## config.mk

```make
export PLATFORM = sky130hd
export DESIGN_NAME = circular_deque_unit
export DESIGN_NICKNAME = d
export VERILOG_FILES = /design/src/cdq_pkg.sv /design/src/cdq_ram.sv /design/src/cdq_ctrl.sv /design/src/cdq_datapath.sv /design/src/circular_deque_unit.sv
export SDC_FILE = /design/constraint.sdc
export NUM_CORES = 2
export LEC_CHECK = 0
export BUFFER_PORTS_ARGS = -buffer_cell sky130_fd_sc_hd__buf_4
export CAP_MARGIN = 20
export CELL_PAD_IN_SITES_DETAIL_PLACEMENT = 0
export CELL_PAD_IN_SITES_GLOBAL_PLACEMENT = 1
export CORE_MARGIN = 2
export CORE_UTILIZATION = 51
export DETAILED_ROUTE_END_ITERATION = 8
export MAX_ROUTING_LAYER = met4
export PLACE_DENSITY_LB_ADDON = 0.1
export SETUP_SLACK_MARGIN = 0.02
export SLEW_MARGIN = 0
export SYNTH_ARGS = -nofsm -noshare
export SYNTH_HDL_FRONTEND = slang
export SYNTH_SLANG_ARGS = --single-unit
export TNS_END_PERCENT = 30
```

## constraint.sdc

```tcl
create_clock -name clk -period 5.3 [get_ports clk]
set_input_delay 1.06 -clock clk [delete_from_list [all_inputs] [get_ports clk]]
set_output_delay 1.06 -clock clk [all_outputs]
set_load 0.005 [all_outputs]
```

## src/cdq_pkg.sv

```systemverilog
// types and codes shared by the circular deque modules
`timescale 1ns / 1ps
package cdq_pkg;

  // word width of one stored element
  localparam int unsigned DataW = 32;

  // operation codes
  typedef enum logic [1:0] {
    OP_PUSH_FRONT = 2'd0,
    OP_PUSH_REAR  = 2'd1,
    OP_POP_FRONT  = 2'd2,
    OP_POP_REAR   = 2'd3
  } op_t;

  // result status codes
  typedef enum logic [1:0] {
    ST_DONE  = 2'd0,
    ST_FULL  = 2'd1,
    ST_EMPTY = 2'd2
  } status_t;

  // controller states
  typedef enum logic [1:0] {
    S_IDLE,
    S_EXEC,
    S_POP_FINISH
  } state_t;

  // input word
  typedef struct packed {
    op_t                     op;
    logic signed [DataW-1:0] push_value;
  } item_t;

  // result word
  typedef struct packed {
    status_t                 status;
    logic signed [DataW-1:0] popped_value;
    logic                    now_empty;
    logic                    now_full;
  } result_t;

  // controller to datapath commands
  typedef struct packed {
    logic latch_item;
    logic execute;
    logic finish_pop;
  } cmd_t;

  // datapath to controller status
  typedef struct packed {
    logic pop_read;
  } stat_t;

endpackage

```

## src/cdq_ram.sv

```systemverilog
// generic single write port ram with registered read
`timescale 1ns / 1ps
module cdq_ram #(
  parameter int unsigned WIDTH = 32,
  parameter int unsigned DEPTH = 128
) (
  input  logic                     clk,
  input  logic                     we,
  input  logic [$clog2(DEPTH)-1:0] waddr,
  input  logic [WIDTH-1:0]         wdata,
  input  logic [$clog2(DEPTH)-1:0] raddr,
  output logic [WIDTH-1:0]         rdata
);

  logic [WIDTH-1:0] mem [DEPTH];

  // write port and registered read port
  always_ff @(posedge clk) begin
    if (we) begin
      mem[waddr] <= wdata;
    end
    rdata <= mem[raddr];
  end

endmodule

```

## src/cdq_ctrl.sv

```systemverilog
// controller state machine for the circular deque
`timescale 1ns / 1ps
module cdq_ctrl (
  input  logic          clk,
  input  logic          rst,
  input  logic          start,
  input  cdq_pkg::stat_t stat,
  output logic          busy,
  output logic          done,
  output cdq_pkg::cmd_t cmd
);

  cdq_pkg::state_t state;
  cdq_pkg::state_t state_next;
  logic            done_next;

  // state register and result strobe
  always_ff @(posedge clk) begin
    if (rst) begin
      state <= cdq_pkg::S_IDLE;
      done  <= 1'b0;
    end else begin
      state <= state_next;
      done  <= done_next;
    end
  end

  // next state
  always_comb begin
    state_next = state;
    case (state)
      cdq_pkg::S_IDLE: begin
        if (start) begin
          state_next = cdq_pkg::S_EXEC;
        end
      end
      cdq_pkg::S_EXEC: begin
        if (stat.pop_read) begin
          state_next = cdq_pkg::S_POP_FINISH;
        end else begin
          state_next = cdq_pkg::S_IDLE;
        end
      end
      cdq_pkg::S_POP_FINISH: begin
        state_next = cdq_pkg::S_IDLE;
      end
      default: begin
        state_next = cdq_pkg::S_IDLE;
      end
    endcase
  end

  // outputs
  always_comb begin
    busy           = 1'b1;
    done_next      = 1'b0;
    cmd.latch_item = 1'b0;
    cmd.execute    = 1'b0;
    cmd.finish_pop = 1'b0;
    case (state)
      cdq_pkg::S_IDLE: begin
        busy           = 1'b0;
        cmd.latch_item = start;
      end
      cdq_pkg::S_EXEC: begin
        cmd.execute = 1'b1;
        done_next   = !stat.pop_read;
      end
      cdq_pkg::S_POP_FINISH: begin
        cmd.finish_pop = 1'b1;
        done_next      = 1'b1;
      end
      default: begin
        busy = 1'b1;
      end
    endcase
  end

endmodule

```

## src/cdq_datapath.sv

```systemverilog
// indices, element store and result register of the circular deque
`timescale 1ns / 1ps
module cdq_datapath #(
  parameter int unsigned DEPTH = 128
) (
  input  logic             clk,
  input  logic             rst,
  input  cdq_pkg::item_t   item,
  input  cdq_pkg::cmd_t    cmd,
  output cdq_pkg::stat_t   stat,
  output cdq_pkg::result_t result
);

  localparam int unsigned AW = $clog2(DEPTH);
  localparam logic [AW-1:0] LastIdx = AW'(DEPTH - 1);

  cdq_pkg::item_t item_q;
  logic [AW-1:0]  front;
  logic [AW-1:0]  rear;
  logic           empty;
  logic [AW-1:0]  front_next;
  logic [AW-1:0]  rear_next;
  logic           empty_next;
  logic [AW-1:0]  front_inc;
  logic [AW-1:0]  front_dec;
  logic [AW-1:0]  rear_inc;
  logic [AW-1:0]  rear_dec;
  logic [AW-1:0]  rear_next_inc;
  logic           is_push;
  logic           is_full;
  logic           we;
  logic [AW-1:0]  waddr;
  logic [AW-1:0]  raddr;
  logic [cdq_pkg::DataW-1:0] rdata;
  cdq_pkg::status_t status_w;

  // wrapped neighbours of the indices
  assign front_inc = (front == LastIdx) ? '0 : front + 1'b1;
  assign front_dec = (front == '0) ? LastIdx : front - 1'b1;
  assign rear_inc  = (rear == LastIdx) ? '0 : rear + 1'b1;
  assign rear_dec  = (rear == '0) ? LastIdx : rear - 1'b1;

  assign is_push = (item_q.op == cdq_pkg::OP_PUSH_FRONT) ||
                   (item_q.op == cdq_pkg::OP_PUSH_REAR);
  assign is_full = !empty && (rear_inc == front);

  // operation decode and index update
  always_comb begin
    front_next = front;
    rear_next  = rear;
    empty_next = empty;
    we         = 1'b0;
    waddr      = '0;
    status_w   = cdq_pkg::ST_DONE;
    stat.pop_read = 1'b0;
    if (is_push) begin
      if (is_full) begin
        status_w = cdq_pkg::ST_FULL;
      end else if (empty) begin
        front_next = '0;
        rear_next  = '0;
        empty_next = 1'b0;
        we         = cmd.execute;
      end else if (item_q.op == cdq_pkg::OP_PUSH_FRONT) begin
        front_next = front_dec;
        waddr      = front_dec;
        we         = cmd.execute;
      end else begin
        rear_next = rear_inc;
        waddr     = rear_inc;
        we        = cmd.execute;
      end
    end else begin
      if (empty) begin
        status_w = cdq_pkg::ST_EMPTY;
      end else begin
        stat.pop_read = 1'b1;
        if (front == rear) begin
          front_next = '0;
          rear_next  = '0;
          empty_next = 1'b1;
        end else if (item_q.op == cdq_pkg::OP_POP_FRONT) begin
          front_next = front_inc;
        end else begin
          rear_next = rear_dec;
        end
      end
    end
  end

  assign raddr = (item_q.op == cdq_pkg::OP_POP_FRONT) ? front : rear;
  assign rear_next_inc = (rear_next == LastIdx) ? '0 : rear_next + 1'b1;

  // element store
  cdq_ram #(
    .WIDTH(cdq_pkg::DataW),
    .DEPTH(DEPTH)
  ) u_store (
    .clk  (clk),
    .we   (we),
    .waddr(waddr),
    .wdata(item_q.push_value),
    .raddr(raddr),
    .rdata(rdata)
  );

  // indices and empty flag
  always_ff @(posedge clk) begin
    if (rst) begin
      front <= '0;
      rear  <= '0;
      empty <= 1'b1;
    end else if (cmd.execute) begin
      front <= front_next;
      rear  <= rear_next;
      empty <= empty_next;
    end
  end

  // input word and result word
  always_ff @(posedge clk) begin
    if (cmd.latch_item) begin
      item_q <= item;
    end
    if (cmd.execute) begin
      result.status       <= status_w;
      result.popped_value <= '0;
      result.now_empty    <= empty_next;
      result.now_full     <= !empty_next && (rear_next_inc == front_next);
    end
    if (cmd.finish_pop) begin
      result.popped_value <= rdata;
    end
  end

endmodule

```

## src/circular_deque_unit.sv

```systemverilog
// circular deque: top level joining controller and datapath
// an accepted word passes through the execute state before its done strobe; a
// successful pop also passes through the pop-finish state for the store read port
// a new word is taken only when idle: busy is high until the word is done
// reset clears the indices and sets the empty flag; the store is not cleared
// each result shows for one cycle with done high; the receiver cannot stall
`timescale 1ns / 1ps
module circular_deque_unit #(
  parameter int unsigned DEPTH = 128
) (
  input  logic             clk,
  input  logic             rst,
  input  logic             start,
  input  cdq_pkg::item_t   item,
  output logic             busy,
  output logic             done,
  output cdq_pkg::result_t result
);

  cdq_pkg::cmd_t  cmd;
  cdq_pkg::stat_t stat;

  // controller
  cdq_ctrl u_ctrl (
    .clk  (clk),
    .rst  (rst),
    .start(start),
    .stat (stat),
    .busy (busy),
    .done (done),
    .cmd  (cmd)
  );

  // datapath
  cdq_datapath #(
    .DEPTH(DEPTH)
  ) u_datapath (
    .clk   (clk),
    .rst   (rst),
    .item  (item),
    .cmd   (cmd),
    .stat  (stat),
    .result(result)
  );

endmodule

```

Word level (Yosys, flattened, before mapping)
Memory sizes are Yosys's and may differ from the RTL's. A register that Yosys moved wholly into a read port is not among the register bits.
Cells that the tools add are included.
{"block": "totals", "reg_bits": 88, "latch_bits": 0, "ramBits": 4096, "mem_bits_ro": 0, "in_bits": 37, "elab_cells": 86, "mem_count": 1}
{"block": "op_classes", "addsub": 5, "n_mul": 0, "div_mod_pow": 0, "magnitude_cmp": 0, "n_eq_ne": 11, "shifts": 0, "mux": 47, "n_bitwise": 0, "reduce_logical": 11}
{"memory": "u_datapath.u_store.mem", "depth": 128, "word_bits": 32, "read_ports": 1, "rd_ports_with_merged_regs": 1, "write_ports": 1, "line": "cdq_ram.sv:15", "source": "logic [WIDTH-1:0] mem [DEPTH];"}
{"operator": "$mux W7", "n": 24}
{"operator": "$mux W34", "n": 1}
{"operator": "$mux W32", "n": 1}
{"operator": "$add A7 B1 Y7 const B", "n": 3}
{"operator": "$eq A7 B7 Y1", "n": 3}
{"operator": "$eq A7 B7 Y1 const B", "n": 3}
{"operator": "$mux W1", "n": 15}
{"operator": "$logic_not A7 Y1", "n": 2}
{"operator": "$sub A7 B1 Y7 const B", "n": 2}
{"operator": "$mux W2", "n": 4}
{"operator": "$eq A2 B1 Y1 const B", "n": 2}
{"operator": "$eq A2 B2 Y1 const B", "n": 2}
{"operator": "$logic_not A2 Y1", "n": 2}
{"operator": "$pmux W2 S2", "n": 1}
{"operator": "$logic_not A1 Y1", "n": 3}
{"operator": "$logic_and A1 B1 Y1", "n": 2}
{"operator": "$ne A2 B2 Y1 const B", "n": 1}
{"operator": "$pmux W1 S2", "n": 1}
{"operator": "$reduce_bool A2 Y1", "n": 1}
{"operator": "$logic_or A1 B1 Y1", "n": 1}

Logic depth before layout (Yosys ltp)
{"block": "logic_depth", "word_depth": 12, "depth_mapped": 17}

Modules after synthesis
A second synthesis with hierarchy kept.
{"block": "hier_totals", "hier_cells": 6502, "area_unflattened_um2": 161471.1}
{"module": "cdq_ram", "instances": 1, "cells_per_inst": 5990, "area_each_um2": 156276.1, "seq_area_each_um2": 123638.6}
{"module": "cdq_datapath", "instances": 1, "cells_per_inst": 492, "area_each_um2": 5006.1, "seq_area_each_um2": 2402.3}
{"module": "cdq_ctrl", "instances": 1, "cells_per_inst": 20, "area_each_um2": 188.9, "seq_area_each_um2": 60.1}

Worst setup path before layout
No wires, ideal clock.
{"block": "synth_path", "kind": "reg2reg", "startpoint": "register u_datapath.rear[1]", "endpoint": "memory u_datapath.u_store.mem[80][0] (enable)", "arrival_time_ns": 4.538, "required_ns": 4.839, "slack_ns": 0.301, "path_stages_with_launch": 13, "path_buffers": 2, "cell_sequence": "dfxtp_1 ha_1 buf_2 and3_1 and3_4 a32o_1 a31oi_2 nor2_2 buf_2 nor2_1 and3_1 nand2_1 nor3_1"}
{"block": "synth_via", "elab_chain_len": 8, "word_cells_on_any_way": 13, "classes_between": "1 x add/sub; 2 x eq/ne; 9 x mux; 1 x reduce/logical"}
{"item": "start, declared", "line": "cdq_datapath.sv:19", "source": "logic [AW-1:0] rear;"}
{"item": "start signal, assigned", "line": "cdq_datapath.sv:115", "source": "rear <= rear_next;"}
{"item": "$add A7 B1 Y7 or $eq A7 B7 Y1 (tied branches)", "line": "cdq_datapath.sv:40", "source": "assign rear_inc = (rear == LastIdx) ? '0 : rear + 1'b1;"}
{"item": "$mux W7 (*)", "line": "cdq_datapath.sv:40"}
{"item": "$eq A7 B7 Y1", "line": "cdq_datapath.sv:45", "source": "assign is_full = !empty && (rear_inc == front);"}
{"item": "$logic_and A1 B1 Y1", "line": "cdq_datapath.sv:45"}
{"item": "$mux W1", "line": "cdq_datapath.sv:57", "source": "if (is_full) begin"}
{"item": "$mux W1", "line": "cdq_datapath.sv:56", "source": "if (is_push) begin"}
{"item": "$mux W1", "line": "cdq_ram.sv:19", "source": "if (we) begin"}
{"item": "$mux W1 (implied by the code)", "line": "cdq_ram.sv:20", "source": "mem[waddr] <= wdata;"}
{"item": "end, declared", "line": "cdq_ram.sv:15"}
Mark *: on every way between the ends. The rest lies on a longest branch, timed or not.

Worst setup path after layout
{"block": "layout_path", "startpoint": "register u_datapath.item_q[32] (netlist bit)", "endpoint": "register u_datapath.u_store.rdata[18], read port of u_datapath.u_store.mem"}
{"block": "layout_via", "elab_chain_len": 2}
{"item": "start, declared", "line": "cdq_datapath.sv:17", "source": "cdq_pkg::item_t item_q;"}
{"item": "start signal, assigned", "line": "cdq_datapath.sv:123", "source": "item_q <= item;"}
{"item": "$eq A2 B2 Y1", "line": "cdq_datapath.sv:91", "source": "assign raddr = (item_q.op == cdq_pkg::OP_POP_FRONT) ? front : rear;"}
{"item": "$mux W7", "line": "cdq_datapath.sv:91"}
{"item": "end, declared", "line": "cdq_ram.sv:12", "source": "output logic [WIDTH-1:0] rdata"}
Every way passes these cells.
A chain may end at the register's enable or synchronous reset.

==> results.yml <==
floorplanning:
  io_pins: 75
  fp.dieH_um: 570
  die_w_um: 570
  die_area_mm2: 0.324
  rows: 207
  initial_core_util_pct: 51.3
  core_mm2: 0.318
placement:
  pre_cts_ws_ns: 0.157
  dpl.hpwl_mm: 263
  place_area_mm2: 0.175
  place_congestion: 0.847
  io_buffers: 74
  placed_cells: 12300
logic_synthesis:
  synthXorXnorAreaFrac_pct: 0.129
  synth-edff-count: 4166
  synth_common_cells: "edfxtp_1 (4,166), mux4_2 (1,024), nand2_1 (567), a211oi_1 (365), and2_1 (291)"
  ys_seq_area_share_pct: 77.3
  postSynthAreaPerCell_um2: 21.0
  synth_top_family_by_area: "multiplexers"
  yosysTopAreaCell: "edfxtp_1"
  synth_async_sr_flop_share_pct: 0
  ys.flop_type: "edfxtp_1"
  syn_inst: 7785
  ys_types: 77
  synth.most_common_cell: "edfxtp_1"
  yosys.area_share.simple_pct: 3.22
  synthTopCellsByArea: "edfxtp_1 (77%), mux4_2 (14%), a211oi_1 (1.7%)"
  yosys.area.top_type_share_pct: 76.7
  synth-seq-cells: 4216
  synthMuxAreaShare_pct: 14.2
  synth_nets: 7831
  synth-adder-area-share_pct: 0.0690
  ys_warn_count: 0
  netlist_area_mm2: 0.163
  synth_compound_area_share_pct: 3.77
route:
  via_count: 83400
  viasPerCell: 6.38
  firstDrtPassIters: 8
  wl_per_cell_um: 34.5
  drt_first_iter_violations: 10700
  drtAntennaViolNets: 0
  finalWirelength_mm: 450
  drcViolationCount: 0
setup_path:
  cp-end-kind: "flip-flop"
  crit_type: "reg -> reg"
  endpoint: "u_datapath.u_store.rdata[18]"
  arrival_ns: 6.01
  cp_max_fo: 16
  critPathLaunch: "u_datapath.item_q[32]"
  reg2reg_slack_ns: 0.18
  r2r_cells: 15
  start_kind: "flip-flop"
  reg2reg_from: "u_datapath.item_q[32]"
  r2r_end: "u_datapath.u_store.rdata[18]"
  worstPathRequired_ns: 6.19
global_route:
  antenna_found_initial: 25
  track_usage_pct: 28.6
  grt_first_pass_wirelength_mm: 635
  grt_max_degree: 129
  grt_pass1_vias: 83100
  overflow: 0
clock_tree:
  clk_pin_slew_ns: 0.06
  clockBufferDepth: 4
  cts_tree: "done"
  root_buffer: "clkbuf_16"
  ctsHoldBuffers: 0
  post_cts_buffers: 0
  cts_htree_levels: 5
  cts_buffers: 430
  clk_latency_ns: 0.98
  cts-resized-gates: 0
  clock_sinks: 4216
run_status:
  run_status: "complete, no violations"
worst_hold_path:
  min_from: "item[25]"
  hp-class: "in -> reg"
timing:
  drv_slew: 0
  post-route-period-util_pct: 96.7
  setup_viol_count_final: 0
  slew_headroom_pct: 18.9
  worst_slack_ns: 0.176
  hold_slack_ns: 0.270
  tightest_slew_ns: 1.22
  period_needed_ns: 5.12
  fin_setup_tns_ns: 0
  finalClockSkew_ns: 0.0616
  rsz0062_at_grt: "no"
  fmax_mhz: 195
  hold_viol: 0
layout:
  final_area_mm2: 0.189
  nFillCells: 22900
  final_cells: 13100
  final_core_util_pct: 59.5
  drive_gt1_share_pct: 29.2
  syn_to_final_growth_pct: 16.0
  final_nets: 8572
power_and_ir_drop:
  peakVddDrop_mv: 0.337
  cellLeakagePower_nw: 61.0
  p_total_mw: 72.3
  power.density_mw_per_mm2: 382
flow_run:
  cap_violations: 0
-- layout make-up --
class,instances,area [µm²],area share (%)
antenna,8,20.0,0.0106
clock buffer,543,11300,6.00
clock inverter,241,2400,1.27
inverter,17,63.8,0.0337
multi-input combinational,3060,36000,19.0
sequential,4216,126000,66.6
tap,4180,5230,2.76
timing repair buffer,801,8170,4.32
-- critical path, cell delays in order, from the launching register on --
cell and delay [ns]:
edfxtp_1 0.37, nand2b_1 0.38, nor2_1 0.13, a21oi_4 0.67, buf_12 0.28, buf_4 0.39, buf_12 0.24, buf_4 0.21
mux4_2 0.22, and2_1 0.12, a211oi_1 0.05, a311oi_1 0.67, a21oi_1 0.16, buf_4 0.21, a211oi_1 0.73, a21o_1 0.13
-- sequential cells by signal, summed over array words and instances, names as in the netlist --
signal                    cells
u_datapath.rear               7
u_datapath.u_store.mem     4096
u_datapath.result            36
u_ctrl.state                  2
u_datapath.empty              1
u_datapath.front              7
u_datapath.u_store.rdata     32
u_datapath.item_q            34
u_ctrl.done                   1
-- routing by layer --
| metal | global-route usage, % | vias to the layer above | wire (µm) |
|---|---|---|---|
| met5 | - | - | 0 |
| met4 | 6.33 | 0 | 11000 |
| met3 | 4.30 | 499 | 36300 |
| met2 | 42.9 | 3527 | 211000 |
| met1 | 42.2 | 45400 | 192000 |
| li1 | - | 34000 | - |
-- report_power, final --
group	switching, mW	leakage, nW	total [mW]	internal, mW
sequential	0.101	37.9	37.0	36.9
clock	12.7	6.67	29.7	17.0
combinational	3.43	16.4	5.60	2.17
-- kinds of logic after synthesis --
kind of cell    after synthesis
simple gates               1136
compound gates              858
fa+ha+maj                     9
mux                        1033
xor+xnor                     24
buf+inv                     509
flops                      4216
-- placed cells by master, fill, tap and decap left out, types with 32 or more instances in the layout --
master | Yosys | routed
edfxtp_1 | 4166 | 4166
mux4_2 | 1024 | 1024
buf_4 | 4 | 629
nand2_1 | 567 | 559
clkbuf_16 | 0 | 433
a211oi_1 | 365 | 364
and2_1 | 291 | 290
buf_12 | 0 | 171
a31oi_1 | 135 | 135
a311oi_1 | 132 | 131
nor2_4 | 0 | 126
a21oi_1 | 124 | 119
clkbuf_1 | 274 | 100
clkinv_1 | 1 | 88
clkinv_2 | 0 | 71
nor2_1 | 184 | 58
dfxtp_1 | 50 | 50
bufinv_16 | 0 | 38
a21o_1 | 33 | 32
-- worst min-delay path by stage --
stage	to	slack, ns	cells past startpoint
6_report	u_datapath.item_q[25]	0.27	1
5_1_grt	u_datapath.item_q[25]	0.24	1
4_1_cts	u_datapath.item_q[25]	0.20	1
3_5_place_dp	u_datapath.result[21]	0.49	1
3_3_place_gp	u_datapath.result[16]	0.49	1
2_1_floorplan	u_ctrl.state[0]	0.49	2
No activity file was read; power rests on OpenSTA's default activity.
